==> src/sv/uflm_pkg.sv <==
// ----------------------------------------------------------------------------
// uflm_pkg
// shared types and constants for the ultrasonic frame level monitor
// ----------------------------------------------------------------------------
package uflm_pkg;

    localparam int unsigned CFG_W       = 16;
    localparam int unsigned CFG_IDX_W   = 3;
    localparam int unsigned DIST_W      = 16;
    localparam int unsigned BYTE_W      = 8;

    localparam int unsigned TIMER_WIDTH_DEFAULT = 16;

    localparam logic [BYTE_W-1:0] HEADER_BYTE = 8'hFF;

    // register reset values
    localparam logic [CFG_W-1:0] ZERO_DIST_RST = 16'd0;
    localparam logic [CFG_W-1:0] MIN_DIST_RST  = 16'd280;
    localparam logic [CFG_W-1:0] MAX_DIST_RST  = 16'd2500;
    localparam logic [CFG_W-1:0] TIMEOUT_RST   = 16'd3000;
    localparam logic [CFG_W-1:0] GRACE_RST     = 16'd20000;

    typedef enum logic [CFG_IDX_W-1:0] {
        REG_ZERO_DIST = 3'd0,
        REG_MIN_DIST  = 3'd1,
        REG_MAX_DIST  = 3'd2,
        REG_TIMEOUT   = 3'd3,
        REG_GRACE     = 3'd4
    } cfg_reg_t;

    typedef enum logic [1:0] {
        STAT_NONE  = 2'd0,
        STAT_OK    = 2'd1,
        STAT_CSUM  = 2'd2,
        STAT_RANGE = 2'd3
    } frame_status_t;

    typedef enum logic {
        OP_BYTE = 1'b0,
        OP_TICK = 1'b1
    } op_t;

endpackage

==> src/sv/uflm_in_if.sv <==
// ----------------------------------------------------------------------------
// uflm_in_if
// input channel: one received byte or one millisecond tick per beat
// ----------------------------------------------------------------------------
interface uflm_in_if;

    logic                          valid;
    logic                          ready;
    logic                          op;
    logic [uflm_pkg::BYTE_W-1:0]   rx_byte;

    modport source (output valid, output op, output rx_byte, input ready);
    modport sink   (input valid, input op, input rx_byte, output ready);

endinterface

==> src/sv/uflm_out_if.sv <==
// ----------------------------------------------------------------------------
// uflm_out_if
// result channel: held reading and frame status, one beat per input beat
// ----------------------------------------------------------------------------
interface uflm_out_if;

    logic                          valid;
    logic                          ready;
    logic [uflm_pkg::DIST_W-1:0]   distance_mm;
    logic [uflm_pkg::DIST_W-1:0]   water_level_mm;
    logic                          reading_valid;
    logic                          sensor_detected;
    logic [1:0]                    frame_status;

    modport source (
        output valid, output distance_mm, output water_level_mm,
        output reading_valid, output sensor_detected, output frame_status,
        input  ready
    );
    modport sink (
        input  valid, input distance_mm, input water_level_mm,
        input  reading_valid, input sensor_detected, input frame_status,
        output ready
    );

endinterface

==> src/sv/ultrasonic_frame_level_monitor.sv <==
// ----------------------------------------------------------------------------
// ultrasonic_frame_level_monitor
// timing: a result beat is registered and valid in the cycle after its input beat is taken
// throughput: one input beat per cycle; the single result register frees
//   itself in the same cycle it is taken, so input ready follows output ready
// reset: rst_n clears the frame parser, held reading, flags and both timers,
//   and loads the register defaults; no clearing pass is needed
// ----------------------------------------------------------------------------
module ultrasonic_frame_level_monitor #(
    parameter int unsigned TIMER_WIDTH = uflm_pkg::TIMER_WIDTH_DEFAULT
) (
    input  logic                            clk,
    input  logic                            rst_n,
    input  logic                            cfg_we,
    input  logic [uflm_pkg::CFG_IDX_W-1:0]  cfg_index,
    input  logic [uflm_pkg::CFG_W-1:0]      cfg_data,
    uflm_in_if.sink                         item,
    uflm_out_if.source                      result
);

    // compare width wide enough for both a timer and a 16-bit limit
    localparam int unsigned CMP_W =
        (TIMER_WIDTH > uflm_pkg::CFG_W) ? TIMER_WIDTH : uflm_pkg::CFG_W;
    localparam logic [TIMER_WIDTH-1:0] TIMER_MAX = {TIMER_WIDTH{1'b1}};

    // frame parser position
    typedef enum logic [1:0] {
        POS_HUNT = 2'd0,
        POS_HIGH = 2'd1,
        POS_LOW  = 2'd2,
        POS_SUM  = 2'd3
    } pos_t;

    // ------------------------------------------------------------------
    // configuration registers
    // ------------------------------------------------------------------
    logic [uflm_pkg::CFG_W-1:0] zero_dist_reg;
    logic [uflm_pkg::CFG_W-1:0] min_dist_reg;
    logic [uflm_pkg::CFG_W-1:0] max_dist_reg;
    logic [uflm_pkg::CFG_W-1:0] timeout_reg;
    logic [uflm_pkg::CFG_W-1:0] grace_reg;

    always_ff @(posedge clk or negedge rst_n)
    begin
        if (!rst_n)
        begin
            zero_dist_reg <= uflm_pkg::ZERO_DIST_RST;
            min_dist_reg  <= uflm_pkg::MIN_DIST_RST;
            max_dist_reg  <= uflm_pkg::MAX_DIST_RST;
            timeout_reg   <= uflm_pkg::TIMEOUT_RST;
            grace_reg     <= uflm_pkg::GRACE_RST;
        end
        else if (cfg_we)
        begin
            // indexes past the list are dropped
            unique case (cfg_index)
                uflm_pkg::REG_ZERO_DIST: zero_dist_reg <= cfg_data;
                uflm_pkg::REG_MIN_DIST:  min_dist_reg  <= cfg_data;
                uflm_pkg::REG_MAX_DIST:  max_dist_reg  <= cfg_data;
                uflm_pkg::REG_TIMEOUT:   timeout_reg   <= cfg_data;
                uflm_pkg::REG_GRACE:     grace_reg     <= cfg_data;
                default: ;
            endcase
        end
    end

    // ------------------------------------------------------------------
    // monitor state
    // ------------------------------------------------------------------
    pos_t                             pos_reg,        pos_next;
    logic [uflm_pkg::BYTE_W-1:0]      high_reg,       high_next;
    logic [uflm_pkg::BYTE_W-1:0]      low_reg,        low_next;
    logic [uflm_pkg::DIST_W-1:0]      dist_reg,       dist_next;
    logic [uflm_pkg::DIST_W-1:0]      level_reg,      level_next;
    logic                             valid_flag_reg, valid_flag_next;
    logic                             detected_reg,   detected_next;
    logic                             ever_valid_reg, ever_valid_next;
    logic [TIMER_WIDTH-1:0]           since_valid_reg, since_valid_next;
    logic [TIMER_WIDTH-1:0]           since_reset_reg, since_reset_next;
    uflm_pkg::frame_status_t          status_next;

    // result register (the skid between input and output sides)
    logic                             out_valid_reg;
    logic [uflm_pkg::DIST_W-1:0]      out_dist_reg;
    logic [uflm_pkg::DIST_W-1:0]      out_level_reg;
    logic                             out_rvalid_reg;
    logic                             out_detected_reg;
    uflm_pkg::frame_status_t          out_status_reg;

    logic item_fire;

    // a new beat is taken whenever the result slot is empty or draining
    assign item.ready = !out_valid_reg || result.ready;
    assign item_fire  = item.valid && item.ready;

    // frame decode helpers
    logic [uflm_pkg::BYTE_W-1:0]  csum;
    logic [uflm_pkg::DIST_W-1:0]  frame_dist;
    logic                         in_range;

    assign csum       = uflm_pkg::HEADER_BYTE + high_reg + low_reg;
    assign frame_dist = {high_reg, low_reg};
    assign in_range   = (frame_dist >= min_dist_reg) && (frame_dist <= max_dist_reg);

    // timers after the tick, and their threshold checks
    logic [TIMER_WIDTH-1:0] valid_bump;
    logic [TIMER_WIDTH-1:0] reset_bump;
    logic                   timeout_hit;
    logic                   grace_hit;
    logic                   stale;

    assign valid_bump = (since_valid_reg == TIMER_MAX) ? TIMER_MAX
                                                        : since_valid_reg + 1'b1;
    assign reset_bump = (since_reset_reg == TIMER_MAX) ? TIMER_MAX
                                                        : since_reset_reg + 1'b1;

    // a saturated timer reaches every threshold
    assign timeout_hit = (CMP_W'(valid_bump) >= CMP_W'(timeout_reg))
                      || (valid_bump == TIMER_MAX);
    assign grace_hit   = (CMP_W'(reset_bump) >= CMP_W'(grace_reg))
                      || (reset_bump == TIMER_MAX);
    assign stale       = !ever_valid_reg || timeout_hit;

    always_comb
    begin
        pos_next         = pos_reg;
        high_next        = high_reg;
        low_next         = low_reg;
        dist_next        = dist_reg;
        level_next       = level_reg;
        valid_flag_next  = valid_flag_reg;
        detected_next    = detected_reg;
        ever_valid_next  = ever_valid_reg;
        since_valid_next = since_valid_reg;
        since_reset_next = since_reset_reg;
        status_next      = uflm_pkg::STAT_NONE;

        if (item.op == uflm_pkg::OP_BYTE)
        begin
            unique case (pos_reg)
                POS_HUNT:
                begin
                    if (item.rx_byte == uflm_pkg::HEADER_BYTE)
                        pos_next = POS_HIGH;
                end
                POS_HIGH:
                begin
                    high_next = item.rx_byte;
                    pos_next  = POS_LOW;
                end
                POS_LOW:
                begin
                    low_next = item.rx_byte;
                    pos_next = POS_SUM;
                end
                POS_SUM:
                begin
                    // frame done either way, back to hunting
                    pos_next = POS_HUNT;
                    priority if (csum != item.rx_byte)
                    begin
                        status_next = uflm_pkg::STAT_CSUM;
                    end
                    else if (!in_range)
                    begin
                        status_next = uflm_pkg::STAT_RANGE;
                    end
                    else
                    begin
                        status_next      = uflm_pkg::STAT_OK;
                        dist_next        = frame_dist;
                        level_next       = (zero_dist_reg > frame_dist)
                                         ? zero_dist_reg - frame_dist : '0;
                        valid_flag_next  = 1'b1;
                        detected_next    = 1'b1;
                        ever_valid_next  = 1'b1;
                        since_valid_next = '0;
                    end
                end
            endcase
        end
        else
        begin
            // tick: age timers, then drop a stale reading and, past the grace time, the detected flag
            since_valid_next = valid_bump;
            since_reset_next = reset_bump;
            if (stale)
            begin
                dist_next       = '0;
                level_next      = '0;
                valid_flag_next = 1'b0;
                if (grace_hit)
                    detected_next = 1'b0;
            end
        end
    end

    always_ff @(posedge clk or negedge rst_n)
    begin
        if (!rst_n)
        begin
            pos_reg         <= POS_HUNT;
            high_reg        <= '0;
            low_reg         <= '0;
            dist_reg        <= '0;
            level_reg       <= '0;
            valid_flag_reg  <= 1'b0;
            detected_reg    <= 1'b0;
            ever_valid_reg  <= 1'b0;
            since_valid_reg <= '0;
            since_reset_reg <= '0;
            out_valid_reg   <= 1'b0;
        end
        else
        begin
            if (item_fire)
            begin
                pos_reg         <= pos_next;
                high_reg        <= high_next;
                low_reg         <= low_next;
                dist_reg        <= dist_next;
                level_reg       <= level_next;
                valid_flag_reg  <= valid_flag_next;
                detected_reg    <= detected_next;
                ever_valid_reg  <= ever_valid_next;
                since_valid_reg <= since_valid_next;
                since_reset_reg <= since_reset_next;
                out_valid_reg   <= 1'b1;
            end
            else if (result.ready)
            begin
                out_valid_reg <= 1'b0;
            end
        end
    end

    // result payload, no reset needed
    always_ff @(posedge clk)
    begin
        if (item_fire)
        begin
            out_dist_reg     <= dist_next;
            out_level_reg    <= level_next;
            out_rvalid_reg   <= valid_flag_next;
            out_detected_reg <= detected_next;
            out_status_reg   <= status_next;
        end
    end

    assign result.valid           = out_valid_reg;
    assign result.distance_mm     = out_dist_reg;
    assign result.water_level_mm  = out_level_reg;
    assign result.reading_valid   = out_rvalid_reg;
    assign result.sensor_detected = out_detected_reg;
    assign result.frame_status    = out_status_reg;

    // ------------------------------------------------------------------
    // assertions
    // ------------------------------------------------------------------

    // an invalid reading always reports zero distance and level
    a_invalid_zero: assert property (@(posedge clk) disable iff (!rst_n)
        (result.valid && !result.reading_valid)
            |-> (result.distance_mm == '0 && result.water_level_mm == '0))
        else $error("invalid reading with nonzero distance or level");

    // an accepted frame leaves the reading valid and the sensor detected
    a_ok_sets_flags: assert property (@(posedge clk) disable iff (!rst_n)
        (result.valid && result.frame_status == uflm_pkg::STAT_OK)
            |-> (result.reading_valid && result.sensor_detected))
        else $error("accepted frame without valid and detected");

    // valid reading can only be held by a detected sensor
    a_valid_implies_detected: assert property (@(posedge clk) disable iff (!rst_n)
        valid_flag_reg |-> detected_reg)
        else $error("reading valid while sensor not detected");

    // a tick beat produces a result with no frame status on the next cycle
    a_tick_no_status: assert property (@(posedge clk) disable iff (!rst_n)
        (item_fire && item.op == uflm_pkg::OP_TICK)
            |=> (result.valid && result.frame_status == uflm_pkg::STAT_NONE))
        else $error("tick beat reported a frame status");

endmodule
==> src/flat_wrapper.sv <==
// flat-port wrapper written by rule: the top's interface ports become plain ports
module ultrasonic_frame_level_monitor_flat 
#(
    parameter int unsigned TIMER_WIDTH = uflm_pkg::TIMER_WIDTH_DEFAULT
)
  (clk, rst_n, cfg_we, cfg_index, cfg_data, item_valid, item_op, item_rx_byte, item_ready, result_valid, result_distance_mm, result_water_level_mm, result_reading_valid, result_sensor_detected, result_frame_status, result_ready);
  uflm_in_if item_i ();
  uflm_out_if result_i ();
  input  logic clk;
  input  logic rst_n;
  input  logic cfg_we;
  input  logic [uflm_pkg::CFG_IDX_W-1:0] cfg_index;
  input  logic [uflm_pkg::CFG_W-1:0] cfg_data;
  input wire logic [$bits(item_i.valid)-1:0] item_valid;
  input wire logic [$bits(item_i.op)-1:0] item_op;
  input wire logic [$bits(item_i.rx_byte)-1:0] item_rx_byte;
  output wire logic [$bits(item_i.ready)-1:0] item_ready;
  output wire logic [$bits(result_i.valid)-1:0] result_valid;
  output wire logic [$bits(result_i.distance_mm)-1:0] result_distance_mm;
  output wire logic [$bits(result_i.water_level_mm)-1:0] result_water_level_mm;
  output wire logic [$bits(result_i.reading_valid)-1:0] result_reading_valid;
  output wire logic [$bits(result_i.sensor_detected)-1:0] result_sensor_detected;
  output wire logic [$bits(result_i.frame_status)-1:0] result_frame_status;
  input wire logic [$bits(result_i.ready)-1:0] result_ready;
  assign item_i.valid = item_valid;
  assign item_i.op = item_op;
  assign item_i.rx_byte = item_rx_byte;
  assign item_ready = item_i.ready;
  assign result_valid = result_i.valid;
  assign result_distance_mm = result_i.distance_mm;
  assign result_water_level_mm = result_i.water_level_mm;
  assign result_reading_valid = result_i.reading_valid;
  assign result_sensor_detected = result_i.sensor_detected;
  assign result_frame_status = result_i.frame_status;
  assign result_i.ready = result_ready;
  ultrasonic_frame_level_monitor #(.TIMER_WIDTH(TIMER_WIDTH)) u_core (.clk(clk), .rst_n(rst_n), .cfg_we(cfg_we), .cfg_index(cfg_index), .cfg_data(cfg_data), .item(item_i), .result(result_i));
endmodule
==> config.mk <==
export PLATFORM = sky130hd
export DESIGN_NAME = ultrasonic_frame_level_monitor_flat
export DESIGN_NICKNAME = d
export VERILOG_FILES = /design/src/sv/uflm_pkg.sv /design/src/sv/uflm_in_if.sv /design/src/sv/uflm_out_if.sv /design/src/sv/ultrasonic_frame_level_monitor.sv /design/src/flat_wrapper.sv
export SDC_FILE = /design/constraint.sdc
export NUM_CORES = 1
export LEC_CHECK = 0
export BUFFER_PORTS_ARGS = -buffer_cell sky130_fd_sc_hd__buf_2
export CORE_ASPECT_RATIO = 1.75
export CORE_UTILIZATION = 57
export CTS_CLUSTER_DIAMETER = 80
export CTS_CLUSTER_SIZE = 14
export DETAILED_ROUTE_END_ITERATION = 10
export PLACE_DENSITY = 0.8
export SLEW_MARGIN = 15
export SYNTH_ARGS = -nofsm -noshare
export SYNTH_HDL_FRONTEND = slang
export SYNTH_SLANG_ARGS = --single-unit
export TNS_END_PERCENT = 50
==> constraint.sdc <==
create_clock -name clk -period 7.5 [get_ports clk]
set_input_delay 0.375 -clock clk [delete_from_list [all_inputs] [get_ports clk]]
set_output_delay 0.375 -clock clk [all_outputs]
set_load 0.03 [all_outputs]
==> impl_metrics.py, run 1 <==
metrics = {
    "clock_tree": {
        "clkLatencyLatePin_ps": 500,
        "root_buffer": "clkbuf_16",
        "path_clk_slew_ps": 70,
        "hold_buffers": 1,
        "clk_path_buf_depth": 3,
        "cts_tree": "done",
        "post_cts_buffers": 0,
        "htreeDepth": 1,
        "cts_made_buffers": 18,
        "cts.repair.resized": 0,
        "clock-sinks": 202,
    },
    "power": {
        "pwr-share-comb_pct": 48.7,
        "p_int_mw": 2.71,
        "p_sw_share_pct": 43.2,
        "pwr-share-clk_pct": 18.4,
        "sequentialPowerShare_pct": 33.0,
        "powerDensity_mw_per_mm2": 365,
        "p_leak_nw": 5.73,
        "switchingPower_mw": 2.06,
        "irDropWorstVdd_uv": 212,
    },
    "timing": {
        "fmax_mhz": 234,
        "fin_crit_sh_pct": 56.9,
        "hold_viol": 0,
        "period_needed_ps": 4270,
        "setup_violations": 0,
        "whs_ps": 96.4,
        "relSlewSlack_pct": 25.0,
        "drv_slew": 0,
        "finalSetupTns_ps": 0,
        "grt_setup_unrepaired": "false",
        "worst_clock_skew_ps": 16.0,
        "tightest_slew_ps": 1120,
    },
    "worst_setup_path": {
        "endpoint_kind": "flop",
        "r2r_end": "u_core.result.sensor_detected",
        "start_kind": "flop",
        "reg2reg_from": "u_core.since_reset_reg[0]",
        "critPathTopFamily": "simple AND/OR/NAND/NOR gates",
        "cpPeakStageDelay_ps": 870,
        "r2r_setup_slack_ps": 3230,
        "startpoint": "u_core.since_reset_reg[0]",
        "critical_path.max_fanout": 21,
        "cp_slowest_cell": "or4_1",
        "crit_arrival_ps": 4600,
        "worstSetupPathType": "flop to flop",
        "path_cells": "ha_1, nand2_1, or3_1, or4_1, nand2_1, ha_1, and4_1, a2111oi_0, o21ai_0, a221oi_1, o21ai_0, a41o_1, a22oi_1",
        "crit_buf_inv": 0,
        "cp.required_ps": 7830,
        "rr_worst_depth": 13,
    },
    "yosys": {
        "synth_edf_count": 36,
        "syn_area_mm2": 0.0120,
        "synth.distinct_cells": 71,
        "synth_warnings": 0,
        "ys_seq_elements": 202,
        "synth_area_per_cell_um2": 9.41,
        "synthesis.nets": 1407,
        "synthCells": 1273,
        "synthFlopType": "dfrtp_1",
        "yosys.area.top_type": "dfrtp_1",
        "async_flop_share_pct": 82.2,
        "synthTopCellsByArea": "dfrtp_1 (30%), ha_1 (10%), edfxtp_1 (9.0%)",
        "yosysTopAreaCellShare_pct": 30.5,
        "seq_area_frac_synth_pct": 43.9,
    },
    "worst_hold_path": {
        "hold_depth": 2,
        "hold_end": "u_core.result.valid",
        "hp-start": "item_valid",
        "hold_path.class": "primary input to flop",
    },
    "placement": {
        "hpwl_um": 21600,
        "numPortBuffers": 70,
        "place.gp.congestion": 0.981,
        "place_area_mm2": 0.0125,
    },
    "floorplanning": {
        "fp.dieW_um": 112,
        "core_mm2": 0.0205,
        "io_pins": 71,
        "die_height_um": 194,
        "rows": 69,
        "initial_utilization_pct": 58.6,
        "dieArea_mm2": 0.0216,
    },
    "global_route": {
        "grt_pass1_wl_um": 48500,
        "grt_max_degree": 89,
        "grt_usage_pct": 28.3,
        "grt_pass1_vias": 9571,
        "grt_overflow": 0,
        "grt_antenna_before_repair": 0,
    },
    "run_status": {
        "status": "finished with violations",
        "failed_checks": "DRC",
    },
    "flow_run": {
        "max_cap_violations": 0,
    },
    "detailed_routing": {
        "routed_wl_um": 29900,
        "postRouteAntennaNets": 0,
        "drc": 11,
        "drtPass1Iterations": 8,
        "wl_per_cell_um": 19.0,
        "drt-initial-drc-count": 752,
        "routed-via-count": 9675,
        "avgViaCountPerCell": 6.16,
    },
    "layout": {
        "layout-drive-gt1-share_pct": 14.7,
        "utilization_pct": 63.8,
        "nNetsFinal": 1446,
        "design_area_mm2": 0.0131,
        "area_delta_synth_final_pct": 8.96,
        "antenna_cells": 0,
        "fill_cells": 1656,
    },
}
==> worst reg2reg max path: stages, from the launching register on <==
cell	delay [ps]
dfrtp_1	410
ha_1	230
nand2_1	80
or3_1	480
or4_1	870
nand2_1	170
ha_1	260
and4_1	210
a2111oi_0	340
o21ai_0	230
a221oi_1	280
o21ai_0	110
a41o_1	280
a22oi_1	160
==> synthesized netlist by cell type (6+ instances only) <==
cell type and count:
inv_1 107, nand2_1 129, nor3_1 9, o21ai_0 128, a21oi_1 103, nor4_1 10
edfxtp_1 36, and2_1 6, o21ai_1 26, buf_2 13, dfrtp_1 146, nand4_1 31
ha_1 99, a211oi_1 7, mux2_2 58, a22oi_1 15, and3_1 7, xor2_1 17
xnor2_1 22, nor2_1 37, clkbuf_1 42, dfstp_2 20, nand3_1 68, nor2b_1 6
a31oi_1 12, a21o_1 18, nand2b_1 13
==> cells by family (layout without fill, tap and decap cells) <==
group / after synthesis / in the layout / synth area share, %
and+or+nand+nor: 352 / 352 / 14.9
AOI/OAI and AO/OA: 350 / 350 / 16.6
DFF: 202 / 202 / 43.9
buffers and inverters: 170 / 220 / 5.55
adders and majority gates: 101 / 101 / 10.7
muxes: 59 / 59 / 5.53
xor gates and xnor gates: 39 / 39 / 2.85
==> how the worst max path moves through the flow <==
stage	to	slack (ps)	cells after the start
after floorplan	u_core.result.sensor_detected	3660	16
after global placement	u_core.result.sensor_detected	3160	13
after detailed placement	u_core.valid_flag_reg	3170	13
after CTS	u_core.valid_flag_reg	3110	13
after global routing	u_core.result.sensor_detected	3000	13
final	u_core.result.sensor_detected	3230	13
==> cells in the final DEF, fill, tap and decap left out, types with 6 or more instances in the layout <==
master / count
a211oi_1: 7
a21o_1: 18
a21oi_1: 103
a22oi_1: 15
a31oi_1: 12
and2_1: 6
and3_1: 7
buf_2: 69
buf_4: 9
clkbuf_1: 11
clkbuf_16: 19
dfrtp_1: 146
dfstp_2: 20
edfxtp_1: 36
ha_1: 99
inv_1: 107
mux2_2: 58
nand2_1: 128
nand2b_1: 13
nand3_1: 68
nand4_1: 31
nor2_1: 36
nor2b_1: 6
nor3_1: 8
nor4_1: 10
o21ai_0: 128
o21ai_1: 26
xnor2_1: 22
xor2_1: 17
==> power groups by stage <==
stage	Clock [mW]	Sequential [mW]	Combinational [mW]
finish	0.876	1.57	2.32
global route	0.939	1.60	2.59
global placement	0	1.57	2.23
floorplan	0	1.50	1.76
CTS	0.893	1.57	2.30
detailed placement	0	1.58	2.29
==> stage by stage <==
step	power (mW)	cells	worst slack (ps)
final	4.77	1571	3230
after floorplan	3.26	1273	3660
after detailed placement	3.87	1538	3170
after global routing	5.13	1571	3000
after global placement	3.80	1538	3160
after CTS	4.76	1570	3110
==> layer usage <==
metal	share of wire, %	global-route usage (%)	vias to the layer above
met5	0	0	-
met4	4.4	13.1	0
met3	3.9	2.78	83
met2	54	53.2	308
met1	38	31.7	4665
li1	-	-	4619
==> cell type report <==
class	instances	area, um^2	area share [%]
clock buffers	30	517	3.96
clock inverters	1	8.76	0.0671
inverters	108	405	3.11
multi-input cells	901	6100	46.8
flip-flops and latches	202	5260	40.3
well taps	248	310	2.38
repair buffers	81	449	3.44
No activity file was read; power rests on OpenSTA's default activity.
==> run 2: changes to the inputs <==
- CORE_UTILIZATION: 57 -> 56
- PLACE_DENSITY: 0.8 -> 0.82
- clock period: 7.5 -> 3.9 ns (I/O delays scaled with it)
==> run 2 against run 1 <==
Effect of this change: the run now ends clean; design area rose by 2.8%; critical path depth did not move; first-iteration DRC count rose by 2.3%; worst hold slack got worse by 85 ps; sequential share of layout area fell by 1.1 points; sequential cell count did not move; via count rose by 2.9%; critical path type unchanged; largest power group unchanged.
==> impl_metrics.py, run 2 (same netlist as run 1, synthesis figures left out) <==
metrics = {
    "placement": {
        "place.gp.congestion": 0.936,
        "hpwl_um": 22800,
        "numPortBuffers": 70,
        "place_area_mm2": 0.0128,
    },
    "floorplanning": {
        "io_pins": 71,
        "dieArea_mm2": 0.0220,
        "core_mm2": 0.0209,
        "die_height_um": 196,
        "rows": 70,
        "initial_utilization_pct": 57.2,
        "fp.dieW_um": 113,
    },
    "worst_setup_path": {
        "start_kind": "flop",
        "endpoint_kind": "flop",
        "reg2reg_from": "u_core.low_reg[1]",
        "critical_path.max_fanout": 33,
        "worstSetupPathType": "flop to flop",
        "startpoint": "u_core.low_reg[1]",
        "crit_arrival_ps": 4150,
        "cp.required_ps": 4310,
        "rr_worst_depth": 13,
    },
    "timing": {
        "fmax_mhz": 267,
        "hold_viol": 0,
        "finalSetupTns_ps": 0,
        "drv_slew": 0,
        "period_needed_ps": 3740,
        "whs_ps": 11.4,
        "grt_setup_unrepaired": "false",
        "worst_clock_skew_ps": 16.5,
        "setup_violations": 0,
        "tightest_slew_ps": 1040,
        "fin_crit_sh_pct": 95.9,
        "relSlewSlack_pct": 30.2,
    },
    "clock_tree": {
        "htreeDepth": 1,
        "clk_path_buf_depth": 3,
        "clkLatencyLatePin_ps": 500,
        "cts_made_buffers": 18,
        "cts_tree": "done",
        "clock-sinks": 202,
        "path_clk_slew_ps": 70,
        "root_buffer": "clkbuf_16",
    },
    "run_status": {
        "status": "completed",
    },
    "power": {
        "p_total_mw": 9.57,
        "powerDensity_mw_per_mm2": 713,
        "p_leak_nw": 5.93,
        "irDropWorstVdd_uv": 530,
    },
    "layout": {
        "design_area_mm2": 0.0134,
        "layout_common_cells": "dfrtp_1 (145), nand2_1 (127), o21ai_0 (126)",
        "utilization_pct": 64.1,
        "area_delta_synth_final_pct": 12.1,
        "nNetsFinal": 1484,
        "antenna_cells": 0,
        "final_common_cell": "dfrtp_1",
        "layout-drive-gt1-share_pct": 17.4,
    },
    "global_route": {
        "grt_pass1_vias": 9903,
        "grt_antenna_before_repair": 0,
        "grt_pass1_wl_um": 49300,
        "grt_usage_pct": 28.7,
        "grt_max_degree": 103,
        "grt_overflow": 0,
    },
    "worst_hold_path": {
        "hold_depth": 2,
        "hp-start": "item_rx_byte[3]",
        "hold_path.class": "primary input to flop",
    },
    "detailed_routing": {
        "drtPass1Iterations": 5,
        "drc": 0,
        "drt-initial-drc-count": 769,
        "routed-via-count": 9959,
        "postRouteAntennaNets": 0,
        "avgViaCountPerCell": 6.17,
        "routed_wl_um": 30900,
        "wl_per_cell_um": 19.1,
    },
    "flow_run": {
        "max_cap_violations": 0,
    },
}
## run 2: cell types whose count changed in the layout (fill, tap and decap cells not counted), moves of 2 or more
cell,delta
dlygate4sd3_1,+3
buf_4,+31
o21ai_0,-2
buf_12,+4
o21ai_1,+2
## run 2: layout make-up
cell class / count / area, um^2
clock buffers: 31 / 520
clock inverters: 1 / 8.76
fillers: 1706 / 7510
inverters: 108 / 405
multi-input cells: 901 / 6130
flip-flops and latches: 202 / 5260
well taps: 252 / 315
repair buffers: 119 / 788
## run 2: metal layers
| metal | track usage, % | share of wire (%) |
|---|---|---|
| met3 | 3.17 | 4.1 |
| met5 | 0 | 0 |
| met2 | 52.1 | 52 |
| met1 | 30.9 | 37 |
| met4 | 19.7 | 7.3 |
## run 2: power by group
part           switching [mW]  internal (mW)  leakage (nW)
clock                   0.771          0.911         0.253
sequential              0.328           2.57          2.38
combinational            3.01           1.99          3.30
total                    4.11           5.47          5.93
## run 2: repair_timing
| action | in CTS | in global routing |
|---|---|---|
| endpoints found under the setup margin | 0 | 59 |
| setup buffers | 0 | 0 |
| hold buffers | 4 | 0 |
| endpoints found under the hold margin | 92 | 0 |
| resized for setup | 0 | 12 |
## run 2: worst paths after layout
kind	slack [ps]	end
max	160	u_core.level_reg[14]
min	10	u_core.high_reg[3]
max reg2reg	160	u_core.level_reg[14]
min reg2reg	490	u_core.ever_valid_reg
max in group asynchronous	2620	u_core.timeout_reg[7]
min in group asynchronous	370	u_core.grace_reg[3]
## run 2: worst max-delay path, stage by stage, from the launching register on
cell and delay, ps:
dfrtp_1 390, inv_2 110, ha_1 240, inv_1 60, ha_1 170, inv_1 60, fa_1 450, xnor2_1 140
nor3_1 200, nand4_1 140, or4b_4 580, or4_4 650, nor4b_2 320, o21bai_1 150
## run 2: stage by stage
stage,worst slack [ps],instances
2_1_floorplan,56.8,1273
3_3_place_gp,119,1578
3_5_place_dp,30.6,1578
4_1_cts,14.2,1614
5_1_grt,4.79,1614
6_report,160,1614
